### src/ghst_pkg.sv
// ----------------------------------------------------------------------------
// ghst_pkg: shared types and constants of the generational handle slot table
// Request and result payloads, operation and status codes, defaults.
// ----------------------------------------------------------------------------
package ghst_pkg;

    localparam int unsigned SLOTS_DEF    = 64;
    localparam int unsigned GEN_BITS_DEF = 16;
    localparam logic [31:0] AGE_LIMIT_RST = 32'd3;

    localparam logic [2:0] OP_CREATE  = 3'd0;
    localparam logic [2:0] OP_LOOKUP  = 3'd1;
    localparam logic [2:0] OP_DESTROY = 3'd2;
    localparam logic [2:0] OP_SETVAL  = 3'd3;
    localparam logic [2:0] OP_HOLD    = 3'd4;
    localparam logic [2:0] OP_TICK    = 3'd5;
    localparam logic [2:0] OP_GC      = 3'd6;
    localparam logic [2:0] OP_UNUSED  = 3'd7;

    localparam logic [1:0] KIND_NONE    = 2'd0;
    localparam logic [1:0] KIND_TEXTURE = 2'd1;
    localparam logic [1:0] KIND_BUFFER  = 2'd2;

    localparam logic [1:0] ST_OK      = 2'd0;
    localparam logic [1:0] ST_INVALID = 2'd1;
    localparam logic [1:0] ST_FULL    = 2'd2;
    localparam logic [1:0] ST_NONE    = 2'd3;

    localparam int unsigned MAX_GC_RESULTS = 64;

    typedef struct packed {
        logic [2:0]  req_type;
        logic [1:0]  res_kind;
        logic [11:0] slot_index;
        logic [15:0] slot_generation;
        logic [63:0] gpu_value;
        logic        hold_flag;
    } req_t;

    typedef struct packed {
        logic [1:0]  status;
        logic [5:0]  out_index;
        logic [15:0] out_generation;
        logic        was_deferred;
        logic [63:0] gpu_value_out;
        logic        last;
    } rsp_t;

    // Classified request handed from the front part to the back part.
    typedef struct packed {
        req_t req;
        logic idx_ok;
    } cmd_t;

endpackage

### src/ghst_front.sv
// ----------------------------------------------------------------------------
// ghst_front: request intake and classification
// Takes requests, checks the index range and queues them for the back part.
// ----------------------------------------------------------------------------
module ghst_front #(
    parameter int unsigned SLOTS = ghst_pkg::SLOTS_DEF
) (
    input  logic            clk,
    input  logic            rst_n,
    input  logic            start,
    input  ghst_pkg::req_t  req,
    input  logic            deq,
    output logic            q_valid,
    output ghst_pkg::cmd_t  q_head,
    output logic            busy
);

    localparam int unsigned QD = 2;

    ghst_pkg::cmd_t q_reg [QD];
    logic [1:0]     cnt_reg;
    logic           rd_reg;
    logic           wr_reg;
    logic           enq;

    // Busy while the queue is full; two requests may wait behind the one in work.
    assign busy    = (cnt_reg == 2'(QD));
    assign enq     = start && !busy;
    assign q_valid = (cnt_reg != 2'd0);
    assign q_head  = q_reg[rd_reg];

    // Queue storage.
    always_ff @(posedge clk)
    begin
        if (enq)
        begin
            q_reg[wr_reg].req    <= req;
            q_reg[wr_reg].idx_ok <= ({20'd0, req.slot_index} < 32'(SLOTS));
        end
    end

    // Queue pointers.
    always_ff @(posedge clk or negedge rst_n)
    begin
        if (!rst_n)
        begin
            cnt_reg <= 2'd0;
            rd_reg  <= 1'b0;
            wr_reg  <= 1'b0;
        end
        else
        begin
            if (enq)
                wr_reg <= ~wr_reg;
            if (deq)
                rd_reg <= ~rd_reg;
            cnt_reg <= cnt_reg + 2'(enq) - 2'(deq);
        end
    end

endmodule

### config.mk
export PLATFORM = sky130hd
export DESIGN_NAME = ghst_front
export DESIGN_NICKNAME = d
export VERILOG_FILES = /design/src/ghst_pkg.sv /design/src/ghst_front.sv
export SDC_FILE = /design/constraint.sdc
export NUM_CORES = 1
export LEC_CHECK = 0
export ABC_CLOCK_PERIOD_IN_PS = 13620
export BUFFER_PORTS_ARGS = -buffer_cell sky130_fd_sc_hd__buf_2
export CAP_MARGIN = 20
export CORE_AREA = 4 4 125 127
export DETAILED_ROUTE_END_ITERATION = 12
export DIE_AREA = 0 0 129 131
export PLACE_DENSITY_LB_ADDON = 0.08
export SYNTH_ARGS = -nofsm -noshare
export SYNTH_HDL_FRONTEND = slang
export SYNTH_SLANG_ARGS = --single-unit
export TNS_END_PERCENT = 10
### constraint.sdc
create_clock -name clk -period 13.62 [get_ports clk]
set_input_delay 2.724 -clock clk [delete_from_list [all_inputs] [get_ports clk]]
set_output_delay 2.724 -clock clk [all_outputs]
set_load 0.05 [all_outputs]
==> run summary, run 1 <==
Worst hold path startpoint -> cnt_reg[0]$_DFF_PN0_
Synth Register Bits -> 202
Slowest cell on the critical path -> dfrtp_4
Post-cts resize count -> 0
Largest stage delay, worst path -> 990 ps
Wirelength, routed -> 13,900 µm
Largest net degree at the start of global routing -> 67
# IOs -> 203
Filler cells -> 1,020
Pin slew with the least headroom to its limit -> 1030 ps
RSZ-0062 raised after global routing -> false
Worst reg2reg startpoint -> cnt_reg[1]$_DFF_PN0_
Synth Area per Inst -> 24.0 µm²
Fin. Hold Viols -> 0
Hold Buf Count CTS -> 0
R2R depth -> 4
CP delay by family, top -> buffers and inverters
Setup CP Type -> reg2out
CP Capture Type -> output pin
PwrDens -> 265 nW/µm²
DRC errors left -> 0
Routed Antenna Nets -> 0
GRT Overall Usage -> 15.6%
Fin Setup TNS -> 0 ps
FF/Latch Area -> 6050 µm²
Multi-input gate area -> 1610 µm²
Root Driver -> clkbuf_16
Core area -> 14,400 µm²
Worst r2r dst -> q_reg[0][42]$_DFFE_PP_
Crit path buffers/inverters -> 2
Vias in the first global route -> 3,912
IR drop worst, VDD -> 0.000166 V
Hold WS -> 542 ps
Post-synthesis sequential area ratio -> 76.9%
Inserted Clock Buffers -> 20
Arrival time of the worst setup path -> 3010 ps
Pre-CTS setup slack -> 8350 ps
Synth top area share -> 75.7%
Worst Path Required -> 10,900 ps
Drt pass-1 iters -> 4
Max Clock Skew -> 18.5 ps
Status -> completed
Initial DRC count -> 202
H-tree Lvls -> 1
Net Count, Synth -> 431
Netlist Area Pre-Place -> 7860 µm²
Die Span Y -> 131 µm
Slew Limit Fails -> 0
Crit Path Max Fanout -> 55
Wire per inst -> 18.8 µm
CTS Buffer Depth -> 3
Cell Chain, Critical Path -> buf_4 > mux2_4 > buf_2
Number of synthesized flops with an enable pin -> 198
HP Class -> reg2reg
Die area -> 16,900 µm²
Largest register FFs -> 198
Leakage -> 3.90 nW
Synth unique cells -> 16
Share of layout cells above drive strength 1 -> 61.0%
Sink of the worst hold path -> cnt_reg[0]$_DFF_PN0_
Ys flop type -> edfxtp_1
Crit share post-route -> 42.1%
Worst Hold Depth -> 1
Global-route wire length before repair -> 20,400 µm
Vias -> 3,700
Vias/cell -> 4.98
Max-Cap Viols -> 0
GRT overflow -> 0
RePlAce Congestion -> 0.678
Post-layout util -> 66.8%
Clock slew at reported path FFs -> 60 ps
CP Launch Type -> flop
Fraction of registers with async set/reset -> 1.98%
Port buffer count -> 202
Setup-failing EPs final -> 0
Min Tclk post-route -> 5740 ps
Top area cells in the synthesized netlist -> edfxtp_1 76%, mux2_4 19%, buf_12 2.5%
CTS Sinks -> 202
Yosys warning count -> 0
Initial antenna violation count -> 2
Final nets -> 647
Syn Inst Count -> 327
Rows -> 44
Area leader, netlist -> edfxtp_1
Setup bufs post-CTS -> 0
Fmax -> 174 MHz
Final WS setup -> 7880 ps
Starting Density -> 54.5%
R2r setup slk -> 10,880 ps
Die width -> 129 µm
Layout area overhead -> 22.5%
Rel. slew slack -> 31.6%
Post-DP HPWL -> 9300 µm
Worst skew pair latency -> 480 ps
TritonCTS clock tree -> built
==> where the power goes <==
part           internal, W  switching [W]
clock             0.000356       0.000218
combinational     0.000341       0.000709
sequential        0.000852      0.0000716
==> cell usage in the layout (no fill, tap or decap) <==
cell type and n:
buf_2 202, dfrtp_4 1, inv_1 2, or2_2 1, bufinv_16 4, buf_4 3, mux2_4 99, nor2_4 1
xnor2_1 3, nand2b_1 1, or4_4 1, and3_4 1, nand2_1 1, xor2_1 1, clkinvlp_4 2, diode_2 2
clkbuf_16 21, dfrtp_1 3, ha_1 2, nor3_2 1, edfxtp_1 198, clkinv_1 4, clkbuf_1 2, clkinv_2 3
==> kinds of logic (layout without fill, tap and decap cells) <==
kind of cell	Yosys count	after routing	share of synthesized area [%]
adders and majority gates	2	2	0.318
buffers and inverters	13	243	2.79
other	0	2	0
muxes	99	99	18.9
and+or+nand+nor	7	7	0.605
DFF	202	202	76.9
xor gates and xnor gates	4	4	0.446
==> routing by layer <==
layer	share of wire (%)	up-vias	global-route usage [%]
met1	39	1799	18.7
li1	-	1732	-
met4	2.0	2	4.14
met2	50	142	26.9
met3	9.5	25	5.53
met5	0.057	-	0
==> cells in the mapped netlist, types with 2 or more instances <==
master,number
buf_12,10
mux2_4,99
inv_1,2
edfxtp_1,198
xnor2_1,3
ha_1,2
dfrtp_1,4
==> final cells by class <==
cell class / instances / area share, %
multi-input combinational: 112 / 16.7
sequential: 202 / 62.8
inverter: 2 / 0.0780
tap: 184 / 2.39
clock buffer: 23 / 5.53
clock inverter: 13 / 1.71
timing repair buffer: 205 / 10.7
antenna: 2 / 0.0520
==> worst reg2reg max path, cell delays in order (launching register included) <==
cell	delay, ps
dfrtp_1	400
nand2b_1	130
nand2_1	150
nor2_4	780
buf_4	830
==> worst max-delay path by stage <==
| stage | from | endpoint | slack (ps) | cells after the start |
|---|---|---|---|---|
| 2_1_floorplan | start | q_reg[0][0]$_DFFE_PP_ | 6120 | 2 |
| 3_3_place_gp | rd_reg$_DFFE_PN0P_ | q_head[44] | 8350 | 3 |
| 3_5_place_dp | rd_reg$_DFFE_PN0P_ | q_head[44] | 8350 | 3 |
| 4_1_cts | rd_reg$_DFFE_PN0P_ | q_head[44] | 7820 | 3 |
| 5_1_grt | rd_reg$_DFFE_PN0P_ | q_head[23] | 7720 | 3 |
| 6_report | rd_reg$_DFFE_PN0P_ | q_head[41] | 7880 | 3 |
==> per-stage QoR <==
stage,cells,total power (W),cell area (µm²)
2_1_floorplan,327,0.00186,7860
6_report,743,0.00255,9630
3_3_place_gp,705,0.00199,8930
4_1_cts,741,0.00258,9630
3_5_place_dp,705,0.00200,8930
5_1_grt,742,0.00265,9630
Note: power is estimated with default switching activity, not from simulation.
==> inputs of run 2 (changes only) <==
Settings changed: ABC_CLOCK_PERIOD_IN_PS 13620 to 5750, CORE_AREA 4 4 125 127 to 4 4 127 129, DIE_AREA 0 0 129 131 to 0 0 131 133.
Clock period 13.62 ns to 5.75 ns, I/O delays scaled along.
==> run summary, run 2 (synthesis results as in run 1) <==
Inserted Clock Buffers -> 21 (was 20)
Die width -> 131 µm (was 129 µm)
Crit share post-route -> 60.4%
Fin cells -> 749 (was 743)
IR drop worst, VDD -> 0.000587 V (was 0.000166 V)
Vias in the first global route -> 3,807 (was 3,912)
Routed Antenna Nets -> 0 (unchanged)
Commonest non-fill, non-tap cell in the layout -> buf_2 (unchanged)
Vias -> 3,688 (was 3,700)
Fin Setup TNS -> 0 ps (unchanged)
Wire per inst -> 18.3 µm (was 18.8 µm)
Starting Density -> 52.3% (was 54.5%)
Wirelength, routed -> 13,700 µm (was 13,900 µm)
Commonest non-fill, non-tap cells in the layout -> 202 x buf_2, 198 x edfxtp_1, 99 x mux2_4 (unchanged)
Crit Path Max Fanout -> 85 (was 55)
Share of layout cells above drive strength 1 -> 61.4% (was 61.0%)
Min Tclk post-route -> 3470 ps
Fmax -> 288 MHz
CTS Sinks -> 202 (unchanged)
Filler cells -> 1,061 (was 1,020)
Drt pass-1 iters -> 4 (unchanged)
Setup bufs post-CTS -> 0 (unchanged)
Setup CP Type -> reg2out (unchanged)
Vias/cell -> 4.92 (was 4.98)
RSZ-0062 raised after global routing -> false (unchanged)
Status -> completed (unchanged)
Slew Limit Fails -> 0 (unchanged)
GRT overflow -> 0 (unchanged)
Core area -> 15,000 µm² (was 14,400 µm²)
Pin slew with the least headroom to its limit -> 914 ps (was 1030 ps)
Largest register FFs -> 198 (unchanged)
Port buffer count -> 202 (unchanged)
Post-cts resize count -> 0 (unchanged)
Final nets -> 649 (was 647)
Multi-input gate area -> 1610 µm² (unchanged)
Root Driver -> clkbuf_16 (unchanged)
# IOs -> 203 (unchanged)
Initial DRC count -> 190 (was 202)
Leakage -> 3.95 nW (was 3.90 nW)
Fin. Hold Viols -> 0 (unchanged)
Post-DP HPWL -> 8820 µm (was 9300 µm)
Largest net degree at the start of global routing -> 86 (was 67)
Rel. slew slack -> 39.1% (was 31.6%)
CP Capture Type -> output pin (unchanged)
H-tree Lvls -> 1 (unchanged)
TritonCTS clock tree -> built (unchanged)
Arrival time of the worst setup path -> 2320 ps (was 3010 ps)
HP Class -> in2async (was reg2reg)
Initial antenna violation count -> 1 (was 2)
Worst Path Required -> 4600 ps (was 10,900 ps)
RePlAce Congestion -> 0.720 (was 0.678)
CTS Buffer Depth -> 3 (unchanged)
Die Span Y -> 133 µm (was 131 µm)
Worst skew pair latency -> 480 ps (about the same)
Hold Buf Count CTS -> 0 (unchanged)
FF/Latch Area -> 6050 µm² (unchanged)
Max Clock Skew -> 6.21 ps (was 18.5 ps)
Global-route wire length before repair -> 20,300 µm (was 20,400 µm)
Die area -> 17,400 µm² (was 16,900 µm²)
Rows -> 45 (was 44)
CP Launch Type -> flop (unchanged)
Max-Cap Viols -> 0 (unchanged)
Setup-failing EPs final -> 0 (unchanged)
GRT Overall Usage -> 15.0% (was 15.6%)
Placed insts -> 710 (was 705)
Clock slew at reported path FFs -> 60 ps (about the same)
Layout area overhead -> 23.6% (was 22.5%)
PwrDens -> 633 nW/µm² (was 265 nW/µm²)
DRC errors left -> 0 (unchanged)
[run 2: final cells by class]
cell class,count,share of cell area [%]
Inverter,2,0.0773
Multi-Input combinational cell,112,16.5
Tap cell,188,2.42
Clock buffer,22,5.45
Sequential cell,202,62.3
Antenna cell,1,0.0258
Clock inverter,16,2.38
Timing Repair Buffer,206,10.8
[run 2: final timing paths]
| kind | slack, ps | from | end | depth (start not counted) |
|---|---|---|---|---|
| setup / recovery | 2280 | rd_reg$_DFFE_PN0P_ | q_head[91] | 3 |
| hold / removal | 460 | rst_n | rd_reg$_DFFE_PN0P_ | 1 |
| setup reg to reg | 3460 | cnt_reg[1]$_DFF_PN0_ | q_reg[1][9]$_DFFE_PP_ | 3 |
| hold reg to reg | 530 | cnt_reg[0]$_DFF_PN0_ | cnt_reg[0]$_DFF_PN0_ | 1 |
| max in group asynchronous | 5150 | rst_n | rd_reg$_DFFE_PN0P_ | 1 |
| min in group clk | 530 | cnt_reg[0]$_DFF_PN0_ | cnt_reg[0]$_DFF_PN0_ | 1 |
[run 2: power by group]
part           total (W)  switching (W)  internal (W)
sequential       0.00213       0.000110       0.00202
combinational    0.00255        0.00174      0.000807
clock            0.00147       0.000532      0.000938
total            0.00615        0.00238       0.00376
[run 2: through the flow]
step | utilization (%) | hold WS (ps) | cell area (µm²) | setup slack, ps | total power (W)
floorplan | - | 478 | 7860 | 1490 | 0.00440
global placement | 59.6 | 495 | 8950 | 2710 | 0.00472
detailed placement | 59.6 | 528 | 8950 | 2680 | 0.00475
CTS | 64.6 | 456 | 9710 | 2280 | 0.00622
global route | 64.6 | 448 | 9710 | 2220 | 0.00639
finish | 64.6 | 465 | 9720 | 2280 | 0.00615
[run 2: metal layers]
layer / vias up / part of all wire (%) / track usage, %
li1: 1734 / - / -
met1: 1785 / 40 / 18.4
met2: 145 / 49 / 25.2
met3: 22 / 9.1 / 5.01
met4: 2 / 1.8 / 4.40
met5: - / 0.13 / 0
[run 2: critical path, cell delays in order (launching register included)]
cell	delay (ps)
dfrtp_4	620
buf_12	520
mux2_4	350
buf_2	220
==> inputs of run 3 (changes only) <==
Settings changed: ABC_AREA set to 1, ABC_CLOCK_PERIOD_IN_PS 5750 to 3400.
Clock period 5.75 ns to 3.4 ns, I/O delays scaled along.
==> run summary, run 3 <==
Min Tclk post-route -> 2780 ps
Area leader, netlist -> edfxtp_1 (unchanged)
Vias/cell -> 4.70 (was 4.92)
Worst skew pair latency -> 470 ps (was 480 ps)
R2R depth -> 4 (was 3)
Largest net degree at the start of global routing -> 63 (was 86)
CP Launch Type -> flop (unchanged)
Sequential Power Share -> 35.6% (was 34.6%)
IR drop worst, VDD -> 0.000632 V (was 0.000587 V)
Psw -> 0.00453 W (was 0.00238 W)
Clock power frac -> 21.5% (was 23.9%)
Most used routing layer in global routing -> met2 (unchanged)
Yosys warning count -> 0 (unchanged)
Simple-Gate Fraction of Synth Area -> 5.71% (was 0.605%)
Pre-CTS setup slack -> 1070 ps (was 2680 ps)
Core area -> 15,000 µm² (unchanged)
Top area cells in the synthesized netlist -> edfxtp_1 76%, nand2_1 5.3%, inv_1 5.2% (was edfxtp_1 76%, mux2_4 19%, buf_12 2.5%)
PwrDens -> 1060 nW/µm² (was 633 nW/µm²)
Combinational power share -> 42.8% (was 41.5%)
Mux contribution to synthesized area -> 0% (was 18.9%)
GRT overflow -> 0 (unchanged)
Initial antenna violation count -> 4 (was 1)
Sink of the worst hold path -> q_reg[1][64]$_DFFE_PP_
Die width -> 131 µm (unchanged)
Fin. Hold Viols -> 0 (unchanged)
Worst hold path startpoint -> req[63]
Most frequent cell after synthesis -> edfxtp_1 (unchanged)
Pin slew with the least headroom to its limit -> 661 ps (was 914 ps)
Vias in the first global route -> 4,570 (was 3,807)
Net Count, Synth -> 654 (was 431)
Wirelength, routed -> 14,600 µm (was 13,700 µm)
Placed insts -> 926 (was 710)
Port buffer count -> 202 (unchanged)
Main combinational cell family by area after synthesis -> buffers and inverters (was multiplexers)
Commonest non-fill, non-tap cells in the layout -> 202 x buf_2, 198 x edfxtp_1, 110 x nand2_1 (was 202 x buf_2, 198 x edfxtp_1, 99 x mux2_4)
Ys flop type -> edfxtp_1 (unchanged)
Arrival time of the worst setup path -> 2100 ps (was 2320 ps)
Worst Path Required -> 2720 ps (was 4600 ps)
Post-DP HPWL -> 9920 µm (was 8820 µm)
Layout area overhead -> 22.5% (was 23.6%)
Fmax -> 359 MHz
H-tree Lvls -> 1 (unchanged)
CP Capture Type -> output pin (unchanged)
Status -> completed (unchanged)
Post-layout util -> 63.4% (was 64.6%)
Dpl cell area -> 8850 µm² (was 8950 µm²)
Drt pass-1 iters -> 5 (was 4)
GR Util met1 -> 20.0% (was 18.4%)
TritonCTS clock tree -> built (unchanged)
DRC errors left -> 0 (unchanged)
Worst Hold Depth -> 1
Fin Setup TNS -> 0 ps (unchanged)
Setup bufs post-CTS -> 0 (unchanged)
Crit share post-route -> 81.9%
Netlist Area Pre-Place -> 7780 µm² (was 7860 µm²)
Setup-failing EPs final -> 0 (unchanged)
Starting Density -> 51.7% (was 52.3%)
Die area -> 17,400 µm² (unchanged)
Largest register FFs -> 198 (unchanged)
Fin cells -> 964 (was 749)
Share of layout cells above drive strength 1 -> 33.5% (was 61.4%)
# IOs -> 203 (unchanged)
Clock slew at reported path FFs -> 60 ps (about the same)
GR Util met3 -> 5.65% (was 5.01%)
Wire per inst -> 15.1 µm (was 18.3 µm)
Met2 Use GR -> 27.4% (was 25.2%)
Final instance area -> 9520 µm² (was 9720 µm²)
Worst reg2reg startpoint -> wr_reg$_DFFE_PN0P_ (was cnt_reg[1]$_DFF_PN0_)
Number of synthesized flops with an enable pin -> 198 (unchanged)
Hold Buf Count CTS -> 1 (was 0)
Post-synthesis sequential area ratio -> 77.7% (was 76.9%)
RePlAce Congestion -> 0.753 (was 0.720)
Rows -> 45 (unchanged)
Final WS setup -> 615 ps (was 2280 ps)
Fraction of registers with async set/reset -> 1.98% (unchanged)
Internal -> 0.00561 W (was 0.00376 W)
Synth cell count leaders -> 198 x edfxtp_1, 110 x nand2_1, 107 x inv_1 (was 198 x edfxtp_1, 99 x mux2_4, 10 x buf_12)
Synth Area per Inst -> 14.1 µm² (was 24.0 µm²)
CTS Sinks -> 202 (unchanged)
Setup CP Type -> reg2out (unchanged)
RSZ-0062 raised after global routing -> false (unchanged)
R2r setup slk -> 1520 ps (was 3460 ps)
Post-cts resize count -> 0 (unchanged)
Rel. slew slack -> 56.0% (was 39.1%)
GRT Overall Usage -> 16.3% (was 15.0%)
Die Span Y -> 133 µm (unchanged)
Syn Inst Count -> 550 (was 327)
Vias -> 4,529 (was 3,688)
Inserted Clock Buffers -> 21 (unchanged)
XOR/XNOR share of the synthesized area -> 0.113% (was 0.446%)
Worst r2r dst -> q_reg[0][2]$_DFFE_PP_ (was q_reg[1][9]$_DFFE_PP_)
Slew Limit Fails -> 0 (unchanged)
CTS Buffer Depth -> 3 (unchanged)
Max Clock Skew -> 6.51 ps (was 6.21 ps)
Crit Path Max Fanout -> 62 (was 85)
Synth top area share -> 76.4% (was 75.7%)
Compound-Gate Fraction of Synth Area -> 7.29% (was 0%)
Synth Area in Adders -> 0.322% (was 0.318%)
Max-Cap Viols -> 0 (unchanged)
Global-route wire length before repair -> 22,500 µm (was 20,300 µm)
Final nets -> 866 (was 649)
HP Class -> in2reg (was in2async)
Synth unique cells -> 18 (was 16)
Leakage -> 4.09 nW (was 3.95 nW)
Routed Antenna Nets -> 0 (unchanged)
Sw Share -> 44.7% (was 38.8%)
Commonest non-fill, non-tap cell in the layout -> buf_2 (unchanged)
Synth Register Bits -> 202 (unchanged)
Initial DRC count -> 271 (was 190)
Root Driver -> clkbuf_16 (unchanged)
run 3: cell types whose count changed in the layout (fill, tap and decap cells not counted), moves of 3 or more:
| cell | delta |
|---|---|
| nand2_1 | +109 |
| inv_1 | +104 |
| mux2_4 | -99 |
| o21ai_0 | +63 |
| o21ai_2 | +19 |
| o21ai_1 | +17 |
| bufinv_16 | -3 |
| clkbuf_1 | +3 |
| nor2_1 | +3 |
| xnor2_1 | -3 |
run 3: cells by family (layout without fill, tap and decap cells):
kind of cell / count (synthesis) / in the layout
other: 0 / 2
buffers and inverters: 129 / 353
flip-flops: 202 / 202
AO/OA/AOI/OAI: 99 / 99
AND/OR/NAND/NOR: 117 / 117
XOR/XNOR: 1 / 1
adder cells (fa/ha/maj): 2 / 2
run 3: through the flow:
stage	hold slack [ps]	total power, W
global route	372	0.0107
detailed placement	459	0.00806
CTS	378	0.0103
global placement	455	0.00801
floorplan	384	0.00727
finish	395	0.0101
run 3: cell type report:
type / count / area, µm²
tap: 188 / 235
clock buffer: 25 / 541
antenna: 2 / 5.00
clock inverter: 10 / 119
inverter: 107 / 404
multi-input combinational: 219 / 1050
timing repair buffer: 211 / 1120
fill: 1206 / 5510
sequential: 202 / 6050
run 3: how the worst max path moves through the flow:
stage | startpoint | end | slack, ps | cells past startpoint
global route | rd_reg$_DFFE_PN0P_ | q_head[68] | 440 | 4
detailed placement | rd_reg$_DFFE_PN0P_ | q_head[68] | 1070 | 4
global placement | rd_reg$_DFFE_PN0P_ | q_head[68] | 1110 | 4
CTS | rd_reg$_DFFE_PN0P_ | q_head[68] | 560 | 4
floorplan | start | q_reg[0][0]$_DFFE_PP_ | 250 | 2
finish | rd_reg$_DFFE_PN0P_ | q_head[68] | 620 | 4
run 3: power groups by stage:
| stage | combinational, W | clock (W) | sequential, W |
|---|---|---|---|
| after floorplan | 0.00370 | 0 | 0.00357 |
| after global routing | 0.00464 | 0.00237 | 0.00367 |
| after detailed placement | 0.00440 | 0 | 0.00367 |
| final | 0.00434 | 0.00219 | 0.00361 |
| after CTS | 0.00441 | 0.00225 | 0.00362 |
| after global placement | 0.00436 | 0 | 0.00365 |
run 3: worst max-delay path, cell delays in order, from the launching register on:
cell and delay [ps]:
dfrtp_4 780, buf_12 310, nand2_1 70, o21ai_0 120
buf_2 320
run 3: routing by layer:
| layer | vias up | part of all wire (%) |
|---|---|---|
| li1 | 2283 | - |
| met1 | 2065 | 38 |
| met2 | 151 | 50 |
| met3 | 26 | 9.9 |
| met4 | 4 | 2.0 |
| met5 | - | 0.096 |
